<file path="src/rtl/crc32fe_pkg.sv">
package crc32fe_pkg;

   localparam int unsigned LEN_W           = 13;
   localparam int unsigned MAX_PAYLOAD_DEF = 4096;
   localparam int unsigned IDX_W           = 4;

   localparam logic [31:0] CRC_POLY = 32'h04C1_1DB7;

   localparam logic [7:0] MAGIC_0 = 8'h55;
   localparam logic [7:0] MAGIC_1 = 8'h66;
   localparam logic [7:0] MAGIC_2 = 8'hAA;
   localparam logic [7:0] MAGIC_3 = 8'hBB;
   localparam logic [7:0] CTRL_BYTE = 8'h01;

   // last header byte before the header CRC, last CRC byte
   localparam logic [IDX_W-1:0] HDR_LAST = IDX_W'(11);
   localparam logic [IDX_W-1:0] CRC_LAST = IDX_W'(3);

   typedef enum logic [2:0] {
      ST_IDLE,
      ST_HDR,
      ST_HCRC,
      ST_DATA,
      ST_TCRC
   } state_type;

   typedef enum logic [1:0] {
      SRC_HDR,
      SRC_CRC,
      SRC_DATA_REG,
      SRC_DATA_IN
   } src_type;

   typedef struct packed {
      logic             capture;
      logic             emit;
      logic             dec;
      src_type          src;
      logic [IDX_W-1:0] idx;
      logic             frame_end;
      logic             item_end;
   } cmd_type;

   typedef struct packed {
      logic out_free;
      logic left_zero;
      logic left_one;
   } status_type;

   // MSB-first CRC32 update over one byte
   function automatic logic [31:0] crc_byte(input logic [31:0] crc, input logic [7:0] b);
      logic [31:0] c;
      c = crc ^ {b, 24'h0};
      for (int i = 0; i < 8; i++) begin
         c = c[31] ? ((c << 1) ^ CRC_POLY) : (c << 1);
      end
      return c;
   endfunction

endpackage

</file>
<file path="src/rtl/crc32_frame_encoder_unit.sv">
// A result beat is registered and shows on rsp_* in the cycle after the cycle that produces it.
// First item of a frame: the request is captured, then 17 beats (20 for an empty payload, 21 for
// one byte), one per cycle; req_ready stays low from the capture until the last beat is emitted.
// Later payload items: one per cycle; the last one adds 4 CRC beats, one per cycle.
// Each cycle with rsp_ready low while a beat waits stalls the flow.
// Synchronous reset clears the state machine, output valid, byte count and CRC.
module crc32_frame_encoder_unit #(
   parameter int unsigned MAX_PAYLOAD = crc32fe_pkg::MAX_PAYLOAD_DEF
) (
   input  logic                          clock,
   input  logic                          reset,
   input  logic                          req_valid,
   output logic                          req_ready,
   input  logic [7:0]                    req_cmd_id,
   input  logic [15:0]                   req_seq_num,
   input  logic [crc32fe_pkg::LEN_W-1:0] req_payload_len,
   input  logic [7:0]                    req_data_byte,
   output logic                          rsp_valid,
   input  logic                          rsp_ready,
   output logic [7:0]                    rsp_out_byte,
   output logic                          rsp_frame_end,
   output logic                          rsp_item_end
);

   crc32fe_pkg::cmd_type    cmd;
   crc32fe_pkg::status_type status;

   crc32fe_ctrl u_ctrl (
      .clock     (clock),
      .reset     (reset),
      .req_valid (req_valid),
      .req_ready (req_ready),
      .status    (status),
      .cmd       (cmd)
   );

   crc32fe_dpath #(
      .MAX_PAYLOAD (MAX_PAYLOAD)
   ) u_dpath (
      .clock           (clock),
      .reset           (reset),
      .req_cmd_id      (req_cmd_id),
      .req_seq_num     (req_seq_num),
      .req_payload_len (req_payload_len),
      .req_data_byte   (req_data_byte),
      .cmd             (cmd),
      .status          (status),
      .rsp_valid       (rsp_valid),
      .rsp_ready       (rsp_ready),
      .rsp_out_byte    (rsp_out_byte),
      .rsp_frame_end   (rsp_frame_end),
      .rsp_item_end    (rsp_item_end)
   );

endmodule

</file>
<file path="src/rtl/crc32fe_dpath.sv">
module crc32fe_dpath #(
   parameter int unsigned MAX_PAYLOAD = crc32fe_pkg::MAX_PAYLOAD_DEF
) (
   input  logic                          clock,
   input  logic                          reset,
   input  logic [7:0]                    req_cmd_id,
   input  logic [15:0]                   req_seq_num,
   input  logic [crc32fe_pkg::LEN_W-1:0] req_payload_len,
   input  logic [7:0]                    req_data_byte,
   input  crc32fe_pkg::cmd_type          cmd,
   output crc32fe_pkg::status_type       status,
   output logic                          rsp_valid,
   input  logic                          rsp_ready,
   output logic [7:0]                    rsp_out_byte,
   output logic                          rsp_frame_end,
   output logic                          rsp_item_end
);

   localparam int unsigned LW = crc32fe_pkg::LEN_W;

   logic [7:0]    cmd_id_ff;
   logic [15:0]   seq_ff;
   logic [LW-1:0] len_ff, len_in;
   logic [7:0]    data_ff;
   logic [LW-1:0] left_ff, left_in;
   logic [31:0]   crc_ff, crc_in;
   logic [31:0]   snap_ff, snap_in;
   logic          out_valid_ff, out_valid_in;
   logic [7:0]    out_byte_ff, out_byte_in;
   logic          frame_end_ff, item_end_ff;

   logic [31:0] len32;
   logic [7:0]  hdr_byte;
   logic [7:0]  crc_sel;
   logic [31:0] crc_src;

   assign len32 = 32'(len_ff);

   always_comb begin
      unique case (cmd.idx)
         4'd0:    hdr_byte = crc32fe_pkg::MAGIC_0;
         4'd1:    hdr_byte = crc32fe_pkg::MAGIC_1;
         4'd2:    hdr_byte = crc32fe_pkg::MAGIC_2;
         4'd3:    hdr_byte = crc32fe_pkg::MAGIC_3;
         4'd4:    hdr_byte = crc32fe_pkg::CTRL_BYTE;
         4'd5:    hdr_byte = len32[7:0];
         4'd6:    hdr_byte = len32[15:8];
         4'd7:    hdr_byte = len32[23:16];
         4'd8:    hdr_byte = len32[31:24];
         4'd9:    hdr_byte = seq_ff[7:0];
         4'd10:   hdr_byte = seq_ff[15:8];
         4'd11:   hdr_byte = cmd_id_ff;
         default: hdr_byte = 8'h00;
      endcase
   end

   // first CRC byte reads the live accumulator, later ones the snapshot
   assign crc_src = (cmd.idx == '0) ? crc_ff : snap_ff;
   assign crc_sel = crc_src[8*cmd.idx[1:0] +: 8];

   always_comb begin
      unique case (cmd.src)
         crc32fe_pkg::SRC_HDR:      out_byte_in = hdr_byte;
         crc32fe_pkg::SRC_CRC:      out_byte_in = crc_sel;
         crc32fe_pkg::SRC_DATA_REG: out_byte_in = data_ff;
         crc32fe_pkg::SRC_DATA_IN:  out_byte_in = req_data_byte;
         default:                   out_byte_in = 8'h00;
      endcase
   end

   always_comb begin
      len_in  = len_ff;
      left_in = left_ff;
      crc_in  = crc_ff;
      snap_in = snap_ff;
      if (cmd.capture) begin
         len_in  = (32'(req_payload_len) > MAX_PAYLOAD) ? LW'(MAX_PAYLOAD) : req_payload_len;
         left_in = len_in;
         crc_in  = '0;
      end else if (cmd.emit) begin
         crc_in = crc32fe_pkg::crc_byte(crc_ff, out_byte_in);
         if (cmd.dec) begin
            left_in = left_ff - LW'(1);
         end
         if (cmd.src == crc32fe_pkg::SRC_CRC && cmd.idx == '0) begin
            snap_in = crc_ff;
         end
      end
   end

   always_comb begin
      out_valid_in = out_valid_ff;
      if (cmd.emit) begin
         out_valid_in = 1'b1;
      end else if (rsp_ready) begin
         out_valid_in = 1'b0;
      end
   end

   always_ff @(posedge clock) begin
      if (reset) begin
         out_valid_ff <= 1'b0;
         left_ff      <= '0;
         crc_ff       <= '0;
      end else begin
         out_valid_ff <= out_valid_in;
         left_ff      <= left_in;
         crc_ff       <= crc_in;
      end
   end

   always_ff @(posedge clock) begin
      len_ff  <= len_in;
      snap_ff <= snap_in;
      if (cmd.capture) begin
         cmd_id_ff <= req_cmd_id;
         seq_ff    <= req_seq_num;
         data_ff   <= req_data_byte;
      end
      if (cmd.emit) begin
         out_byte_ff  <= out_byte_in;
         frame_end_ff <= cmd.frame_end;
         item_end_ff  <= cmd.item_end;
      end
   end

   assign status.out_free  = !out_valid_ff || rsp_ready;
   assign status.left_zero = (left_ff == '0);
   assign status.left_one  = (left_ff == LW'(1));

   assign rsp_valid     = out_valid_ff;
   assign rsp_out_byte  = out_byte_ff;
   assign rsp_frame_end = frame_end_ff;
   assign rsp_item_end  = item_end_ff;

endmodule

</file>
<file path="src/rtl/crc32fe_ctrl.sv">
module crc32fe_ctrl (
   input  logic                    clock,
   input  logic                    reset,
   input  logic                    req_valid,
   output logic                    req_ready,
   input  crc32fe_pkg::status_type status,
   output crc32fe_pkg::cmd_type    cmd
);

   localparam int unsigned IW = crc32fe_pkg::IDX_W;

   crc32fe_pkg::state_type state_ff, state_in;
   logic [IW-1:0]          cnt_ff, cnt_in;
   logic                   take;

   assign take = (state_ff == crc32fe_pkg::ST_IDLE) && req_valid && status.out_free;

   // next state
   always_comb begin
      state_in = state_ff;
      cnt_in   = cnt_ff;
      unique case (state_ff)
         crc32fe_pkg::ST_IDLE: begin
            if (take) begin
               cnt_in = '0;
               if (status.left_zero) begin
                  state_in = crc32fe_pkg::ST_HDR;
               end else if (status.left_one) begin
                  state_in = crc32fe_pkg::ST_TCRC;
               end
            end
         end
         crc32fe_pkg::ST_HDR: begin
            if (status.out_free) begin
               if (cnt_ff == crc32fe_pkg::HDR_LAST) begin
                  cnt_in   = '0;
                  state_in = crc32fe_pkg::ST_HCRC;
               end else begin
                  cnt_in = cnt_ff + IW'(1);
               end
            end
         end
         crc32fe_pkg::ST_HCRC: begin
            if (status.out_free) begin
               if (cnt_ff == crc32fe_pkg::CRC_LAST) begin
                  cnt_in   = '0;
                  state_in = status.left_zero ? crc32fe_pkg::ST_TCRC : crc32fe_pkg::ST_DATA;
               end else begin
                  cnt_in = cnt_ff + IW'(1);
               end
            end
         end
         crc32fe_pkg::ST_DATA: begin
            if (status.out_free) begin
               cnt_in   = '0;
               state_in = status.left_one ? crc32fe_pkg::ST_TCRC : crc32fe_pkg::ST_IDLE;
            end
         end
         crc32fe_pkg::ST_TCRC: begin
            if (status.out_free) begin
               if (cnt_ff == crc32fe_pkg::CRC_LAST) begin
                  cnt_in   = '0;
                  state_in = crc32fe_pkg::ST_IDLE;
               end else begin
                  cnt_in = cnt_ff + IW'(1);
               end
            end
         end
         default: begin
            state_in = crc32fe_pkg::ST_IDLE;
            cnt_in   = '0;
         end
      endcase
   end

   // commands
   always_comb begin
      req_ready     = 1'b0;
      cmd.capture   = 1'b0;
      cmd.emit      = 1'b0;
      cmd.dec       = 1'b0;
      cmd.src       = crc32fe_pkg::SRC_HDR;
      cmd.idx       = cnt_ff;
      cmd.frame_end = 1'b0;
      cmd.item_end  = 1'b0;
      unique case (state_ff)
         crc32fe_pkg::ST_IDLE: begin
            req_ready = status.out_free;
            if (take) begin
               if (status.left_zero) begin
                  cmd.capture = 1'b1;
               end else begin
                  // mid-frame payload byte goes straight out
                  cmd.emit     = 1'b1;
                  cmd.dec      = 1'b1;
                  cmd.src      = crc32fe_pkg::SRC_DATA_IN;
                  cmd.item_end = !status.left_one;
               end
            end
         end
         crc32fe_pkg::ST_HDR: begin
            cmd.emit = status.out_free;
            cmd.src  = crc32fe_pkg::SRC_HDR;
         end
         crc32fe_pkg::ST_HCRC: begin
            cmd.emit = status.out_free;
            cmd.src  = crc32fe_pkg::SRC_CRC;
         end
         crc32fe_pkg::ST_DATA: begin
            cmd.emit     = status.out_free;
            cmd.dec      = status.out_free;
            cmd.src      = crc32fe_pkg::SRC_DATA_REG;
            cmd.item_end = !status.left_one;
         end
         crc32fe_pkg::ST_TCRC: begin
            cmd.emit      = status.out_free;
            cmd.src       = crc32fe_pkg::SRC_CRC;
            cmd.frame_end = (cnt_ff == crc32fe_pkg::CRC_LAST);
            cmd.item_end  = (cnt_ff == crc32fe_pkg::CRC_LAST);
         end
         default: begin
            req_ready = 1'b0;
         end
      endcase
   end

   always_ff @(posedge clock) begin
      if (reset) begin
         state_ff <= crc32fe_pkg::ST_IDLE;
         cnt_ff   <= '0;
      end else begin
         state_ff <= state_in;
         cnt_ff   <= cnt_in;
      end
   end

endmodule

</file>
<file path="config.mk">
export PLATFORM = sky130hd
export DESIGN_NAME = crc32_frame_encoder_unit
export DESIGN_NICKNAME = d
export VERILOG_FILES = /design/src/rtl/crc32fe_pkg.sv /design/src/rtl/crc32_frame_encoder_unit.sv /design/src/rtl/crc32fe_dpath.sv /design/src/rtl/crc32fe_ctrl.sv
export SDC_FILE = /design/constraint.sdc
export NUM_CORES = 1
export LEC_CHECK = 0
export BUFFER_PORTS_ARGS = -buffer_cell sky130_fd_sc_hd__buf_2
export CAP_MARGIN = 0
export CORE_AREA = 2 2 96 144
export DETAILED_ROUTE_END_ITERATION = 8
export DIE_AREA = 0 0 98 146
export PLACE_DENSITY = 0.73
export SETUP_SLACK_MARGIN = 0.1
export SLEW_MARGIN = 20
export SYNTH_ARGS = -nofsm -noshare
export SYNTH_HDL_FRONTEND = slang
export SYNTH_SLANG_ARGS = --single-unit
export TNS_END_PERCENT = 50
</file>
<file path="constraint.sdc">
create_clock -name clock -period 11.7 [get_ports clock]
set_input_delay 2.34 -clock clock [delete_from_list [all_inputs] [get_ports clock]]
set_output_delay 2.34 -clock clock [all_outputs]
set_load 0.05 [all_outputs]
</file>
# After elaboration in Yosys (flattened, before gate mapping)
# Cells that the tools add are included.
# op_classes
addsub	2
order_cmp	1
eq_ne	27
shifts	1
n_mux	48
bitwise	10
n_reduce_logical	20
# ops
cell	n
$mux 27	8
$not 14->14	8
$pmux 8 s10	1
$mux 13	4
$mux 3	12
$mux 32	1
$pmux 8 s4	1
$shiftx 32x6->8	1
$xor 32x32->32	1
$mux 4	7
$ne 2x1->1 const B	9
$pmux 4 s4	1
$pmux 3 s5	1
$eq 13x1->1 const B	1
$gt 13x13->1 const B	1
$logic_not 13->1	1
$sub 13x1->13 const B	1
$eq 4x3->1 const B	3
$eq 4x4->1 const B	3
$reduce_and 9->1	1
$eq 4x2->1 const B	2
$mux 1	7
$eq 3x2->1 const B	2
$pmux 2 s3	1
23 further kinds	31
# totals
register_bits	140
wordCells	122

# Longest topological paths before layout
# logic_depth
depth_word	24
depth_mapped	16
ltp_nobuf	12

# By module
# From an unflattened synthesis, not the netlist that was laid out.
# unflattened
hier_cells	597
area_unflattened_um2	6935.4
# modules_own_cells
module	n_inst	cells_each	area_each_um2	seq_area_each_um2
crc32fe_dpath	1	522	6371.1	3533.4
crc32fe_ctrl	1	75	564.3	140.1

# Worst setup path after synthesis
# OpenSTA, ideal clock, no wires.
# synth_timing
path_type	input -> output
startpoint	input port rsp_ready
endpoint	output port req_ready
t_arrival_ns	3.156
t_required_ns	9.360
setup_slack_ns	6.204
path_stages	3
path_buffers	1
cell_sequence	nand2b_1 -> clkbuf_1 -> and2_1
# synth_between
elab_chain_len	2
# synth_lines
item	line_no	text
from (decl)	crc32_frame_encoder_unit.sv:19	input logic rsp_ready,
$logic_or 1x1->1	crc32fe_dpath.sv:127	assign status.out_free = !out_valid_ff || rsp_ready;
$mux 1	crc32fe_ctrl.sv:86	unique case (state_ff)
to (decl)	crc32_frame_encoder_unit.sv:13	output logic req_ready,
# Every way passes these cells.

# Worst setup path in the final report
# Ends and elaborated chain as after synthesis.

==> impl_results.md <==
* Detailed-route vias per instance at 6.06
* Filler cell count at 1,000
* Y dimension of the die at 146 µm
* Average wire per standard cell at 21.0 µm
* Part of the Yosys area used for sequential elements at 51.9%
* Data arrival time of the worst path at 3140 ps
* Final-layout setup total negative slack at 0 ps
* Reg2reg path depth at 13
* DIE AREA at 14,300 µm²
* CTS Buffer Depth at 2
* Fraction of final layout cells sized beyond drive strength 1 at 21.0%
* Number of flops mapped to enable cells by yosys at 87
* Transition time at the pin with the least slew margin at 1040 ps
* RR Endpoint: u_dpath.crc_ff[13]
* Maximum number of pins on one net before global-route repair at 51
* Count of buffers inserted at the top-level ports at 60
* Via count at 5,014
* Critical path fanouts, max at 11
* Launching element type of the critical path: primary input
* Number of sinks handled by clock tree synthesis at 140
* Worst slew slack as a fraction of its limit at 30.6%
* Series of cell instances along the critical path: buf_2 -> nand2b_1 -> and2_1 -> buf_2
* Routability congestion estimate from global placement at 0.910
* Final period util at 46.8%
* Number of antenna violations at the first check in global routing at 0
* Cell count after synthesis at 602
* CP top delay family: simple AND/OR/NAND/NOR gates
* Required time of the critical path at 9360 ps
* Number of warnings printed during yosys synthesis at 0
* Violation count after the first detailed-route iteration at 358
* Worst-path clk slew at 60 ps
* CTS Root Cell: sky130_fd_sc_hd__clkbuf_16
* Global-route usage over all layers at 24.8%
* Crit Path Category: primary input to output port
* Post-CTS setup buffers at 0
* Critical hold path startpoint: u_dpath.crc_ff[2]
* Wire length of the first global-routing pass at 27,300 µm
* Synthesized area at 7070 µm²
* Minimum setup slack among reg-to-reg paths at 7190 ps
* Number of failing hold endpoints at the final stage at 0
* Cell mode on critical path: sky130_fd_sc_hd__buf_2
* RSZ-0062 raised after global routing: false
* Number of nets with antenna violations after routing at 0
* Number of buffers created by CTS at 17
* Number of endpoints failing setup at the final stage at 0
* Result of the run: finished clean
* Reported max-cap violation count at 0
* Via count of the first global-routing pass at 5,145
* Capture endpoint of the worst hold path: u_dpath.snap_ff[2]
* H-tree depth at 4
* Std-Cell Rows at 51
* Effective utilization at floorplan at 54.6%
* Post-detailed-placement half-perimeter wirelength at 12,400 µm
* Number of iterations in the first detailed-routing pass at 6
* Remaining routing DRC violations at 0
* Critical-path cell with the highest stage delay: sky130_fd_sc_hd__nand2b_1
* Maximum clock frequency at 0.182 GHz
* Reg-to-reg startpoint: u_ctrl.cnt_ff[0]
* Largest clock skew in the final design at 8.72 ps
* Clock latency reported for the late side of the worst-skew pair at 420 ps
* Worst hold path cell count at 0
* Type of the most critical hold path: flop to flop
* Post-synthesis async set-or-reset flop share at 0%
* Number of nets in the synthesized netlist at 657
* Core area at 13,000 µm²
* Synthesized area per cell at 11.7 µm²
* Antenna diode count at 0
* Hold buffers post-CTS at 0
* Syn-to-layout area delta at 13.9%
* Setup crit end kind: output port
* Number of nets in the layout at 710
* Yosys reg bits at 140
* Distinct cell type count of the synthesized netlist at 71
* Number of max-slew violations in the final report at 0
* Commonest non-fill, non-tap cell in the layout: sky130_fd_sc_hd__edfxtp_1
* Crit path time final at 5480 ps
* Routed wire length at 17,400 µm
* Die X-Extent at 98 µm
* Bufs and invs on worst path at 2
* GR Overflow Total at 0
* Commonest cells after routing, fill and taps aside: sky130_fd_sc_hd__edfxtp_1 (87), sky130_fd_sc_hd__buf_2 (60), sky130_fd_sc_hd__dfxtp_1 (53)
* Total I/O pin count at 61
* Max incr delay on CP at 290 ps
* Most used DFF post-synth: sky130_fd_sc_hd__edfxtp_1
* Clock tree from TritonCTS: done
* Resized Gates After CTS at 0
## through the flow
| step | hold WS [ps] | worst slack (ps) | cell area, µm² | std cells | utilization, % |
|---|---|---|---|---|---|
| 4_1_cts | 497 | 6220 | 8050 | 827 | 62.2 |
| 2_1_floorplan | 448 | 6200 | 7070 | 602 | - |
| 3_5_place_dp | 489 | 6230 | 7470 | 795 | 57.7 |
| 6_report | 501 | 6220 | 8060 | 827 | 62.2 |
| 3_3_place_gp | 475 | 6230 | 7470 | 795 | 57.7 |
| 5_1_grt | 509 | 6180 | 8060 | 827 | 62.2 |
## per-layer routing
metal	vias to the layer above	track usage (%)	share of wire, %
met5	-	0	0
met4	0	10.3	3.0
met3	37	5.48	5.9
met2	198	45.5	55
met1	2417	27.1	36
li1	2362	-	-
## synthesized netlist by cell type (3+ instances only)
cell type / instances / area [µm²]
sky130_fd_sc_hd__nand3_1: 16 / 80.1
sky130_fd_sc_hd__nor2b_1: 17 / 106
sky130_fd_sc_hd__xor2_1: 14 / 123
sky130_fd_sc_hd__a22oi_1: 9 / 67.6
sky130_fd_sc_hd__a31oi_1: 4 / 25.0
sky130_fd_sc_hd__and4_1: 3 / 26.3
sky130_fd_sc_hd__and2_1: 4 / 25.0
sky130_fd_sc_hd__xnor2_4: 4 / 110
sky130_fd_sc_hd__nand2b_1: 3 / 18.8
sky130_fd_sc_hd__nor4_1: 10 / 62.6
sky130_fd_sc_hd__o21ai_0: 19 / 95.1
sky130_fd_sc_hd__a21oi_1: 40 / 200
sky130_fd_sc_hd__clkbuf_1: 23 / 86.3
sky130_fd_sc_hd__xnor2_1: 43 / 377
sky130_fd_sc_hd__inv_1: 14 / 52.6
sky130_fd_sc_hd__buf_2: 3 / 15.0
sky130_fd_sc_hd__a211oi_1: 14 / 105
sky130_fd_sc_hd__ha_1: 6 / 75.1
sky130_fd_sc_hd__o211ai_2: 3 / 37.5
sky130_fd_sc_hd__or3_1: 3 / 18.8
sky130_fd_sc_hd__and3_1: 5 / 31.3
sky130_fd_sc_hd__o22ai_1: 3 / 18.8
sky130_fd_sc_hd__nand4_1: 3 / 18.8
sky130_fd_sc_hd__nor2_1: 41 / 154
sky130_fd_sc_hd__a221oi_1: 4 / 35.0
sky130_fd_sc_hd__nor3_1: 17 / 85.1
sky130_fd_sc_hd__a21o_1: 5 / 37.5
sky130_fd_sc_hd__edfxtp_1: 87 / 2610
sky130_fd_sc_hd__a22o_1: 8 / 70.1
sky130_fd_sc_hd__xnor2_2: 3 / 48.8
sky130_fd_sc_hd__o211ai_1: 5 / 37.5
sky130_fd_sc_hd__dfxtp_1: 53 / 1060
sky130_fd_sc_hd__mux4_2: 16 / 360
sky130_fd_sc_hd__nand2_1: 50 / 188
sky130_fd_sc_hd__buf_4: 3 / 22.5
## how the worst max path moves through the flow
stage	from	to	slack, ps	cells past startpoint
CTS	rsp_ready	req_ready	6220	4
global route	rsp_ready	req_ready	6180	4
detailed placement	rsp_ready	req_ready	6230	4
finish	rsp_ready	req_ready	6220	4
floorplan	rsp_ready	req_ready	6200	3
global placement	rsp_ready	req_ready	6230	4
## registers in the layout, indices dropped and copies added (netlist names)
name                   cells
u_dpath.crc_ff            32
u_dpath.snap_ff           32
u_dpath.seq_ff            16
u_dpath.left_ff           13
u_dpath.len_ff            13
u_dpath.cmd_id_ff          8
u_dpath.data_ff            8
u_dpath.rsp_out_byte       8
u_ctrl.cnt_ff              4
u_ctrl.state_ff            3
u_dpath.rsp_frame_end      1
u_dpath.rsp_item_end       1
u_dpath.rsp_valid          1
## kinds of logic (layout without fill, tap and decap cells)
kind of cell	count (synthesis)	after routing	share of synthesized area, %
and+or+nand+nor	180	180	12.7
AOI/OAI and AO/OA	140	140	14.1
DFF	140	140	51.9
xor gates and xnor gates	73	73	12.2
buffers and inverters	46	112	2.76
muxes	17	17	5.24
adders and majority gates	6	6	1.06
## worst reg2reg max path, delay by kind of cell, from the launching register on
family | cells | cell delay, ps
xor+xnor | 3 | 1090
simple gates | 2 | 980
compound gates | 4 | 870
mux | 1 | 450
buf+inv | 2 | 440
fa+ha+maj | 1 | 310
flops | 1 | 300
## layout make-up
type	count	area, µm²	share of cell area (%)
clock inverter	11	120	1.49
tap	159	199	2.47
sequential	140	3670	45.6
multi-input combinational	416	3210	39.8
inverter	15	56.3	0.699
timing repair buffer	65	338	4.19
clock buffer	21	460	5.72
Power is left out: the tool's default activity adds up to more than one toggle a clock period on the data nets, which glitch-free logic cannot reach.
